File: src/design/idl_pkg.sv
// shared types, constants and helpers of the isometric line rasterizer
package idl_pkg;

  localparam int WIN_WIDTH_DEF  = 1920;
  localparam int WIN_HEIGHT_DEF = 1080;
  localparam int FRAC_BITS_DEF  = 16;

  localparam logic [33:0] COS30_Q32 = 34'd3719550787;
  localparam logic [11:0] MAX_COUNT = 12'hFFF;

  localparam int PIX_W   = 13;
  localparam int COORD_W = 11;
  localparam int TRANS_W = 12;
  localparam int COLOR_W = 24;
  localparam int OFS_W   = 24;
  localparam int BYTES_W = 32;
  localparam int CNT_W   = 12;
  localparam int IN_DATA_W  = 72;
  localparam int OUT_DATA_W = 88;
  localparam int CFG_IDX_W  = 3;
  localparam int CFG_DATA_W = 24;

  typedef enum logic [CFG_IDX_W-1:0] {
    REG_TRANS_X      = 3'd0,
    REG_TRANS_Y      = 3'd1,
    REG_LINE_STRIDE  = 3'd2,
    REG_BPP          = 3'd3,
    REG_BIG_ENDIAN   = 3'd4,
    REG_FLAT_COLOR   = 3'd5,
    REG_RAISED_COLOR = 3'd6
  } cfg_reg_t;

  typedef enum logic [3:0] {
    S_IDLE, S_PROJ, S_DIFF, S_MAG, S_SQX, S_SQY, S_ROOT, S_DIVX, S_DIVY, S_DONE
  } setup_state_t;

  typedef struct packed {
    logic busy;
    logic done;
    logic raised;
  } setup_stat_t;

  typedef struct packed {
    logic [15:0] line_stride;
    logic [2:0]  bpp;
    logic        big_endian;
    logic [23:0] flat_color;
    logic [23:0] raised_color;
  } pix_cfg_t;

  // colour bytes in memory order, unwritten bytes zero
  function automatic logic [31:0] color_bytes(input logic [23:0] color, input logic [2:0] nb,
                                              input logic be);
    logic [31:0] r;
    logic [2:0]  kk;
    logic [5:0]  sh;
    logic [31:0] shifted;
    r = '0;
    for (int k = 0; k < 4; k++) begin
      kk = 3'(k);
      if (kk < nb) begin
        sh = be ? {nb - 3'd1 - kk, 3'b000} : {kk, 3'b000};
        shifted = {8'd0, color} >> sh;
        r[8*k +: 8] = shifted[7:0];
      end
    end
    return r;
  endfunction

endpackage

File: src/design/idl_alu.sv
// shared add / compare-subtract unit of the setup sequencer
module idl_alu #(
  parameter int W = 64
) (
  input  logic [W-1:0] a,
  input  logic [W-1:0] b,
  input  logic         sub,
  output logic [W-1:0] res,
  output logic         lt
);
  logic [W:0] sum;

  assign sum = {1'b0, a} + {1'b0, (sub ? ~b : b)} + {{W{1'b0}}, sub};
  assign res = sum[W-1:0];
  assign lt  = sub & ~sum[W];
endmodule

File: src/design/idl_setup.sv
// segment setup: projection, length square root and step divisions
module idl_setup #(
  parameter int WIN_WIDTH  = idl_pkg::WIN_WIDTH_DEF,
  parameter int WIN_HEIGHT = idl_pkg::WIN_HEIGHT_DEF,
  parameter int FRAC_BITS  = idl_pkg::FRAC_BITS_DEF,
  localparam int CW = FRAC_BITS + 15
) (
  input  logic                     clk,
  input  logic                     rst,
  input  logic                     start,
  input  logic signed [10:0]       x_start,
  input  logic signed [10:0]       y_start,
  input  logic signed [10:0]       z_start,
  input  logic signed [10:0]       x_end,
  input  logic signed [10:0]       y_end,
  input  logic signed [10:0]       z_end,
  input  logic signed [11:0]       trans_x,
  input  logic signed [11:0]       trans_y,
  output idl_pkg::setup_stat_t     stat,
  output logic signed [CW-1:0]     ax,
  output logic signed [CW-1:0]     ay,
  output logic signed [CW-1:0]     step_x,
  output logic signed [CW-1:0]     step_y,
  output logic [11:0]              count
);
  import idl_pkg::*;

  localparam int MW   = CW - 1;
  localparam int AW   = 2 * MW + 2;
  localparam int LW   = AW - 2 * FRAC_BITS;
  localparam int RW   = LW / 2;
  localparam int CNTW = $clog2(MW + 1);
  localparam logic [33:0] CQ_RAW =
    (COS30_Q32 + (34'd1 << (31 - FRAC_BITS))) >> (32 - FRAC_BITS);
  localparam logic signed [CW-1:0] CQ = CW'(CQ_RAW);

  setup_state_t state, state_next;

  logic signed [10:0]   xs, ys, zs, xe, ye, ze;
  logic                 raised;
  logic signed [CW-1:0] dxr, dyr;
  logic [AW-1:0]        acc, mcand;
  logic [MW-1:0]        mplier;
  logic [LW-1:0]        src;
  logic [RW:0]          rem;
  logic [RW-1:0]        root;
  logic [11:0]          n;
  logic [11:0]          drem;
  logic [MW-1:0]        dsrc, dq;
  logic [CNTW-1:0]      cnt;

  logic signed [CW-1:0] ox, oy, ax_c, ay_c, dx_c, dy_c, adx, ady;
  logic [MW-1:0]        ux, uy;
  logic [AW-1:0]        alu_a, alu_b, alu_res, sum_next;
  logic                 alu_sub, alu_lt;
  logic [RW-1:0]        root_new;
  logic [11:0]          n_new;
  logic [MW-1:0]        dq_new;
  logic                 last_sq, last_root;

  assign ox   = (CW'(trans_x) + CW'(WIN_WIDTH / 2)) <<< FRAC_BITS;
  assign oy   = (CW'(trans_y) + CW'(WIN_HEIGHT / 2)) <<< FRAC_BITS;
  assign ax_c = CQ * (CW'(xs) - CW'(ys)) + ox;
  assign ay_c = ((CW'(xs) + CW'(ys)) <<< (FRAC_BITS - 1)) - (CW'(zs) <<< FRAC_BITS) + oy;
  assign dx_c = CQ * ((CW'(xe) - CW'(ye)) - (CW'(xs) - CW'(ys)));
  assign dy_c = (((CW'(xe) + CW'(ye)) - (CW'(xs) + CW'(ys))) <<< (FRAC_BITS - 1))
              - ((CW'(ze) - CW'(zs)) <<< FRAC_BITS);
  assign adx  = dxr[CW-1] ? -dxr : dxr;
  assign ady  = dyr[CW-1] ? -dyr : dyr;
  assign ux   = adx[MW-1:0];
  assign uy   = ady[MW-1:0];

  idl_alu #(.W(AW)) u_alu (
    .a(alu_a), .b(alu_b), .sub(alu_sub), .res(alu_res), .lt(alu_lt)
  );

  assign sum_next  = mplier[0] ? alu_res : acc;
  assign root_new  = {root[RW-2:0], ~alu_lt};
  assign n_new     = (root_new > RW'(MAX_COUNT)) ? MAX_COUNT : root_new[11:0];
  assign dq_new    = {dq[MW-2:0], ~alu_lt};
  assign last_sq   = (cnt == CNTW'(MW - 1));
  assign last_root = (cnt == CNTW'(RW - 1));

  always_comb begin
    state_next = state;
    alu_a      = '0;
    alu_b      = '0;
    alu_sub    = 1'b0;
    unique case (state)
      S_IDLE: if (start) state_next = S_PROJ;
      S_PROJ: state_next = S_DIFF;
      S_DIFF: state_next = S_MAG;
      S_MAG:  state_next = S_SQX;
      S_SQX, S_SQY: begin
        alu_a = acc;
        alu_b = mcand;
        if (last_sq) state_next = (state == S_SQX) ? S_SQY : S_ROOT;
      end
      S_ROOT: begin
        alu_a   = AW'({rem, src[LW-1:LW-2]});
        alu_b   = AW'({root, 2'b01});
        alu_sub = 1'b1;
        if (last_root) state_next = (n_new == '0) ? S_DONE : S_DIVX;
      end
      S_DIVX, S_DIVY: begin
        alu_a   = AW'({drem, dsrc[MW-1]});
        alu_b   = AW'(n);
        alu_sub = 1'b1;
        if (last_sq) state_next = (state == S_DIVX) ? S_DIVY : S_DONE;
      end
      S_DONE: state_next = S_IDLE;
      default: state_next = S_IDLE;
    endcase
  end

  always_ff @(posedge clk) begin
    if (rst) begin
      state <= S_IDLE;
    end else begin
      state <= state_next;
    end
  end

  always_ff @(posedge clk) begin
    unique case (state)
      S_IDLE: begin
        if (start) begin
          xs     <= x_start;
          ys     <= y_start;
          zs     <= z_start;
          xe     <= x_end;
          ye     <= y_end;
          ze     <= z_end;
          raised <= (z_start != '0) || (z_end != '0);
        end
      end
      S_PROJ: begin
        ax <= ax_c;
        ay <= ay_c;
      end
      S_DIFF: begin
        dxr <= dx_c;
        dyr <= dy_c;
      end
      S_MAG: begin
        acc    <= '0;
        mcand  <= AW'(ux);
        mplier <= ux;
        cnt    <= '0;
      end
      S_SQX, S_SQY: begin
        acc    <= sum_next;
        mcand  <= mcand << 1;
        mplier <= mplier >> 1;
        cnt    <= cnt + 1'b1;
        if (last_sq) begin
          cnt <= '0;
          if (state == S_SQX) begin
            mcand  <= AW'(uy);
            mplier <= uy;
          end else begin
            src  <= sum_next[AW-1:2*FRAC_BITS];
            rem  <= '0;
            root <= '0;
          end
        end
      end
      S_ROOT: begin
        rem  <= alu_lt ? alu_a[RW:0] : alu_res[RW:0];
        root <= root_new;
        src  <= src << 2;
        cnt  <= cnt + 1'b1;
        if (last_root) begin
          n     <= n_new;
          count <= n_new;
          dsrc  <= ux;
          drem  <= '0;
          dq    <= '0;
          cnt   <= '0;
        end
      end
      S_DIVX, S_DIVY: begin
        drem <= alu_lt ? alu_a[11:0] : alu_res[11:0];
        dq   <= dq_new;
        dsrc <= dsrc << 1;
        cnt  <= cnt + 1'b1;
        if (last_sq) begin
          cnt  <= '0;
          drem <= '0;
          dq   <= '0;
          if (state == S_DIVX) begin
            step_x <= dxr[CW-1] ? -CW'(dq_new) : CW'(dq_new);
            dsrc   <= uy;
          end else begin
            step_y <= dyr[CW-1] ? -CW'(dq_new) : CW'(dq_new);
          end
        end
      end
      S_DONE: ;
      default: ;
    endcase
  end

  assign stat.busy   = (state != S_IDLE);
  assign stat.done   = (state == S_DONE);
  assign stat.raised = raised;

  a_start_idle: assert property (@(posedge clk) disable iff (rst)
    start |-> state == S_IDLE) else $error("start while setup busy");
  a_done_idle: assert property (@(posedge clk) disable iff (rst)
    state == S_DONE |=> state == S_IDLE) else $error("setup did not return to idle");
endmodule

File: src/design/idl_walk.sv
// dda walker: steps the segment and forms one pixel word per step
module idl_walk #(
  parameter int WIN_WIDTH  = idl_pkg::WIN_WIDTH_DEF,
  parameter int WIN_HEIGHT = idl_pkg::WIN_HEIGHT_DEF,
  parameter int FRAC_BITS  = idl_pkg::FRAC_BITS_DEF,
  localparam int CW = FRAC_BITS + 15
) (
  input  logic                 clk,
  input  logic                 rst,
  input  logic                 load,
  input  logic                 raised,
  input  logic signed [CW-1:0] ax,
  input  logic signed [CW-1:0] ay,
  input  logic signed [CW-1:0] step_x_in,
  input  logic signed [CW-1:0] step_y_in,
  input  logic [11:0]          count,
  input  logic                 step_go,
  input  idl_pkg::pix_cfg_t    cfg,
  input  logic                 out_ready,
  output logic                 out_valid,
  output logic signed [12:0]   pix_x,
  output logic signed [12:0]   pix_y,
  output logic                 visible,
  output logic [23:0]          byte_offset,
  output logic [31:0]          pixel_bytes,
  output logic                 last
);
  import idl_pkg::*;

  logic signed [CW-1:0] cur_x, cur_y, step_x, step_y;
  logic [11:0]          remaining;
  logic [23:0]          line_color;

  logic signed [12:0] tx, ty;
  logic               vis;
  logic [2:0]         nb;
  logic [27:0]        prod_y;
  logic [14:0]        prod_x;

  function automatic logic signed [12:0] trunc_pix(input logic signed [CW-1:0] v);
    logic [CW-1:0]          mag;
    logic [CW-FRAC_BITS-1:0] p;
    logic signed [12:0]      r;
    mag = v[CW-1] ? CW'(-v) : CW'(v);
    p   = mag[CW-1:FRAC_BITS];
    if (!v[CW-1]) begin
      r = (p > (CW-FRAC_BITS)'(4095)) ? 13'sd4095 : 13'(p);
    end else begin
      r = (p > (CW-FRAC_BITS)'(4096)) ? -13'sd4096 : -(13'(p));
    end
    return r;
  endfunction

  assign tx  = trunc_pix(cur_x);
  assign ty  = trunc_pix(cur_y);
  assign vis = !tx[12] && !ty[12] && (tx < 13'(WIN_WIDTH)) && (ty < 13'(WIN_HEIGHT));
  assign nb  = (cfg.bpp == 3'd0) ? 3'd1 : ((cfg.bpp > 3'd4) ? 3'd4 : cfg.bpp);
  assign prod_y = ty[11:0] * cfg.line_stride;
  assign prod_x = tx[11:0] * nb;

  always_ff @(posedge clk) begin
    if (rst) begin
      remaining <= '0;
      out_valid <= 1'b0;
    end else begin
      if (!load && step_go && remaining != '0) begin
        out_valid <= 1'b1;
      end else if (out_ready) begin
        out_valid <= 1'b0;
      end
      if (load) begin
        cur_x      <= ax;
        cur_y      <= ay;
        step_x     <= step_x_in;
        step_y     <= step_y_in;
        remaining  <= count;
        line_color <= raised ? cfg.raised_color : cfg.flat_color;
      end else if (step_go && remaining != '0) begin
        cur_x       <= cur_x + step_x;
        cur_y       <= cur_y + step_y;
        remaining   <= remaining - 1'b1;
        pix_x       <= tx;
        pix_y       <= ty;
        visible     <= vis;
        byte_offset <= vis ? (prod_y[23:0] + 24'(prod_x)) : '0;
        pixel_bytes <= vis ? color_bytes(line_color, nb, cfg.big_endian) : '0;
        last        <= (remaining == 12'd1);
      end
    end
  end

  a_slot_free: assert property (@(posedge clk) disable iff (rst)
    step_go |-> !out_valid || out_ready) else $error("step taken with output slot full");
endmodule

File: src/design/iso_dda_line_rasterizer_unit.sv
// top level of the isometric dda line rasterizer
//
//  channel   direction  word
//  s_axis    in         start (tuser 0) with endpoints, or step (tuser 1)
//  m_axis    out        one pixel per step while a segment is active
//  cfg       in         register index and data, always ready
//
//  a pixel leaves through a one-word output register
//  a start word runs through the setup sequencer: one shared adder does the shift-add squares,
//  the 15-step square root and two restoring divisions (skipped when the length is zero);
//  s_tready is low meanwhile
//  s_tready is also low while a pixel waits in the output register and m_tready is low
//  reset is synchronous, clears control state and sets configuration registers to defaults
module iso_dda_line_rasterizer_unit #(
  parameter int WIN_WIDTH  = idl_pkg::WIN_WIDTH_DEF,
  parameter int WIN_HEIGHT = idl_pkg::WIN_HEIGHT_DEF,
  parameter int FRAC_BITS  = idl_pkg::FRAC_BITS_DEF
) (
  input  logic                                clk,
  input  logic                                rst,
  input  logic                                s_tvalid,
  output logic                                s_tready,
  // x_start, y_start, z_start, x_end, y_end, z_end, zero fill
  input  logic [idl_pkg::IN_DATA_W-1:0]       s_tdata,
  // cmd
  input  logic                                s_tuser,
  output logic                                m_tvalid,
  input  logic                                m_tready,
  // pix_x, pix_y, byte_offset, pixel_bytes, zero fill
  output logic [idl_pkg::OUT_DATA_W-1:0]      m_tdata,
  // visible
  output logic                                m_tuser,
  output logic                                m_tlast,
  input  logic                                cfg_valid,
  output logic                                cfg_ready,
  input  logic [idl_pkg::CFG_IDX_W-1:0]       cfg_index,
  input  logic [idl_pkg::CFG_DATA_W-1:0]      cfg_data
);
  import idl_pkg::*;

  localparam int CW = FRAC_BITS + 15;

  logic signed [11:0] trans_x, trans_y;
  pix_cfg_t           pcfg;
  setup_stat_t        stat;
  logic               accept, start, step_go;
  logic signed [CW-1:0] ax, ay, step_x, step_y;
  logic [11:0]        count;
  logic signed [12:0] pix_x, pix_y;
  logic [23:0]        byte_offset;
  logic [31:0]        pixel_bytes;

  assign cfg_ready = 1'b1;

  always_ff @(posedge clk) begin
    if (rst) begin
      trans_x           <= '0;
      trans_y           <= '0;
      pcfg.line_stride  <= 16'd7680;
      pcfg.bpp          <= 3'd4;
      pcfg.big_endian   <= 1'b0;
      pcfg.flat_color   <= 24'hFFFFFF;
      pcfg.raised_color <= 24'hFF0000;
    end else if (cfg_valid) begin
      unique case (cfg_index)
        REG_TRANS_X:      trans_x           <= cfg_data[11:0];
        REG_TRANS_Y:      trans_y           <= cfg_data[11:0];
        REG_LINE_STRIDE:  pcfg.line_stride  <= cfg_data[15:0];
        REG_BPP:          pcfg.bpp          <= cfg_data[2:0];
        REG_BIG_ENDIAN:   pcfg.big_endian   <= cfg_data[0];
        REG_FLAT_COLOR:   pcfg.flat_color   <= cfg_data;
        REG_RAISED_COLOR: pcfg.raised_color <= cfg_data;
        default: ;
      endcase
    end
  end

  assign s_tready = !stat.busy && (!m_tvalid || m_tready);
  assign accept   = s_tvalid && s_tready;
  assign start    = accept && !s_tuser;
  assign step_go  = accept && s_tuser;

  idl_setup #(
    .WIN_WIDTH(WIN_WIDTH), .WIN_HEIGHT(WIN_HEIGHT), .FRAC_BITS(FRAC_BITS)
  ) u_setup (
    .clk(clk), .rst(rst), .start(start),
    .x_start(s_tdata[10:0]), .y_start(s_tdata[21:11]), .z_start(s_tdata[32:22]),
    .x_end(s_tdata[43:33]), .y_end(s_tdata[54:44]), .z_end(s_tdata[65:55]),
    .trans_x(trans_x), .trans_y(trans_y),
    .stat(stat), .ax(ax), .ay(ay), .step_x(step_x), .step_y(step_y), .count(count)
  );

  idl_walk #(
    .WIN_WIDTH(WIN_WIDTH), .WIN_HEIGHT(WIN_HEIGHT), .FRAC_BITS(FRAC_BITS)
  ) u_walk (
    .clk(clk), .rst(rst), .load(stat.done), .raised(stat.raised),
    .ax(ax), .ay(ay), .step_x_in(step_x), .step_y_in(step_y), .count(count),
    .step_go(step_go), .cfg(pcfg), .out_ready(m_tready), .out_valid(m_tvalid),
    .pix_x(pix_x), .pix_y(pix_y), .visible(m_tuser), .byte_offset(byte_offset),
    .pixel_bytes(pixel_bytes), .last(m_tlast)
  );

  assign m_tdata = {6'd0, pixel_bytes, byte_offset, pix_y, pix_x};
endmodule
File: config.mk
export PLATFORM = sky130hd
export DESIGN_NAME = iso_dda_line_rasterizer_unit
export DESIGN_NICKNAME = d
export VERILOG_FILES = /design/src/design/idl_pkg.sv /design/src/design/idl_alu.sv /design/src/design/idl_setup.sv /design/src/design/idl_walk.sv /design/src/design/iso_dda_line_rasterizer_unit.sv
export SDC_FILE = /design/constraint.sdc
export NUM_CORES = 2
export LEC_CHECK = 0
export BUFFER_PORTS_ARGS = -buffer_cell sky130_fd_sc_hd__buf_2
export CAP_MARGIN = 20
export CORE_MARGIN = 2
export CORE_UTILIZATION = 35
export CTS_BUF_LIST = sky130_fd_sc_hd__clkbuf_4 sky130_fd_sc_hd__clkbuf_8 sky130_fd_sc_hd__clkbuf_16
export CTS_CLUSTER_SIZE = 20
export DETAILED_ROUTE_END_ITERATION = 10
export HOLD_SLACK_MARGIN = 0.15
export PLACE_DENSITY = 0.55
export SETUP_SLACK_MARGIN = 0.2
export SYNTH_ARGS = -nofsm -noshare
export SYNTH_HDL_FRONTEND = slang
export SYNTH_HIERARCHICAL = 1
export SYNTH_SLANG_ARGS = --single-unit
File: constraint.sdc
create_clock -name clk -period 13.3 [get_ports clk]
set_input_delay 2.66 -clock clk [delete_from_list [all_inputs] [get_ports clk]]
set_output_delay 2.66 -clock clk [all_outputs]
set_load 0.03 [all_outputs]
==> run summary <==
Starting Density -> 0.352
Largest net degree at the start of global routing -> 92
Total CTS buffers -> 101
Number of buffers and inverters on the critical path -> 3
Initial antenna violation count -> 6
CTS tree -> yes
Max H-tree Level -> 3
Hold Vio Cnt, Final -> 0
Port bufs -> 184
Data arrival, critical path -> 11.31 ns
Post-Syn Area per Cell -> 10.2 um^2
Sequential area share after synthesis -> 0.387
Post-Syn Area -> 0.0634 mm^2
Sink Count -> 854
Worst-path clk slew -> 0.06 ns
Most frequent cells in the layout -> 745 x edfxtp_1, 606 x inv_1, 497 x ha_1
Critical path type -> flop to flop
Die height -> 430 um
Ys Warns -> 6
Area of the multi-input gates -> 0.0356 mm^2
Slew @ Worst Pin -> 1.02 ns
Yosys reg bits -> 854
Relative max-transition margin -> 0.317
Nets -> 7223
EDFF count, synth -> 745
Max stage delay on crit path -> 0.82 ns
Post-cts gate resize count -> 0
Hold Path Class -> flop to flop
CTS root buf -> clkbuf_16
Number of setup buffers added after CTS -> 0
Ys flop type -> edfxtp_1
CTS max path bufs -> 3
Crit path max-delay family -> adder cells
Core Footprint -> 0.180 mm^2
# DRC -> 0
HPWL Detailed -> 122000 um
Crit-path slowest cell -> nand4_1
Achievable Freq -> 0.0921 GHz
Most common cell after layout, fill and taps aside -> edfxtp_1
Vias per cell -> 5.15
Number of global-route vias before repair -> 45.5k
First-pass GRT wire length -> 254000 um
Crit path top cell by count -> fa_1
Chip Width -> 430 um
Clock Skews -> 0.0306 ns
DRT antenna net count -> 0
Area contributors post-synth -> edfxtp_1 35%, fa_1 11%, ha_1 9.8%
Critical Path Source Type -> flop
Fillers -> 17.7k
Post-Route Setup TNS -> 0 ns
Sequential cell area -> 0.0246 mm^2
Worst EP required -> 13.75 ns
Congestion Overflow GR -> 0
Slew Viols, Final -> 0
P&R area growth vs syn -> 11.0%
Netlist cell types -> 106
Post-Syn Instances -> 6199
Period utilisation layout -> 0.817
Crit path time final -> 10.86 ns
Post-synth top area share -> 0.353
GRT Resource Usage Total -> 0.172
Worst skew pair latency -> 0.74 ns
Total Wirelength -> 161000 um
Crit-path max FO -> 16
Gp weighted congestion -> 0.880
Dpl ws -> 2.42 ns
Num rows -> 156
TritonRoute pass-1 iters -> 5
CP Capture Type -> flop
Total of max-cap violations -> 0
Worst Slack Setup Final -> 2.44 ns
# hold bufs at CTS -> 0
Synth async-reset ratio -> 0
Routed vias -> 45.0k
Drt wl/cell -> 18.4 um
RSZ-0062 raised after global routing -> false
Final setup fails -> 0
Status -> complete, no violations
Die area -> 0.185 mm^2
# IOs -> 198
Top cell type by total area after synthesis -> edfxtp_1
Share of cells above drive strength 1 -> 0.0872
Starting DRT DRC Count -> 2895
## metal layers
| layer | GRT usage | wire [um] |
|---|---|---|
| met4 | 0.0464 | 3960 |
| met2 | 0.303 | 79300 |
| met5 | 0 | 13 |
| met1 | 0.223 | 71800 |
| met3 | 0.0183 | 5670 |
## path summary, 6_finish.rpt
check / startpoint / to / slack (ns) / depth (start not counted)
worst max-delay path: u_walk/cur_y[1]$_DFFE_PP_ / u_walk/byte_offset[22]$_SDFFCE_PN0P_ / 2.44 / 31
worst min-delay path: u_setup/step_y[8]$_DFFE_PP_ / u_walk/step_y[8]$_DFFE_PP_ / 0.41 / 0
worst max register to register: u_walk/cur_y[1]$_DFFE_PP_ / u_walk/byte_offset[22]$_SDFFCE_PN0P_ / 2.44 / 31
worst min register to register: u_setup/step_y[8]$_DFFE_PP_ / u_walk/step_y[8]$_DFFE_PP_ / 0.41 / 0
## kinds of logic (layout without fill, tap and decap cells)
group,count (synthesis),count (layout),synth area share
muxes,164,164,0.0265
buffers and inverters,904,1057,0.0560
adders and majority gates,832,832,0.204
xor gates and xnor gates,450,450,0.0624
and+or+nand+nor,1839,1839,0.145
other,3,27,0.000177
DFF,854,854,0.387
AOI/OAI and AO/OA,1153,1153,0.120
## cells in the mapped netlist, types with 30 or more instances
cell type and count:
a211oi_1 40, a21o_1 141, a21oi_1 327, and2_1 139, and3_1 205, buf_4 30
clkbuf_1 227, dfxtp_1 109, edfxtp_1 745, fa_1 335, ha_1 497, inv_1 606
mux2_2 34, mux2i_1 130, nand2_1 459, nand2b_1 130, nand3_1 74, nand4_1 42
nor2_1 456, nor2b_1 41, nor3_1 113, nor4_1 43, o21a_1 34, o21ai_0 241
o21bai_1 32, o31ai_1 45, or3_1 41, xnor2_1 246, xor2_1 203
## worst reg2reg max path: cells and delay by family, from the launching register on
family / cells / cell delay (ns)
compound gates: 10 / 3.30
xor+xnor: 1 / 0.14
flops: 1 / 0.42
buf+inv: 3 / 0.48
fa+ha+maj: 8 / 3.58
simple gates: 9 / 2.66
## final cells by class
| cell class | count | area share |
|---|---|---|
| tap | 2370 | 0.0421 |
| clock buffer | 114 | 0.0373 |
| sequential | 854 | 0.349 |
| multi-input combinational | 4462 | 0.505 |
| clock inverter | 76 | 0.0128 |
| antenna | 3 | 0.000107 |
| inverter | 610 | 0.0325 |
| timing repair buffer | 257 | 0.0214 |
## flip-flops by register name, summed over array words and instances, names as in the netlist, 16 cells and up
name	flops
u_setup/mplier	30
pcfg	68
u_walk/step_y	31
u_setup/acc	62
u_walk/cur_x	31
u_setup/step_x	31
u_setup/dxr	28
u_walk/cur_y	31
u_walk/pixel_bytes	32
u_walk/step_x	31
u_walk/line_color	24
u_setup/dsrc	28
u_setup/ax	28
u_setup/step_y	31
u_setup/src	30
u_setup/mcand	60
u_setup/dq	29
u_walk/byte_offset	24
u_setup/rem	16
## stage by stage
stage                     hold WS [ns]  cell area, um^2  std cells  utilization
after detailed placement         0.405            66800       8548        0.370
final                            0.413            70400       8746        0.390
after floorplan                  0.400            63500       6220            -
after global routing             0.419            70400       8745        0.390
after global placement           0.403            66800       8546        0.370
after CTS                        0.414            70300       8738        0.390
Power is left out: the tool's default activity adds up to more than one toggle a clock period on the data nets, which glitch-free logic cannot reach.
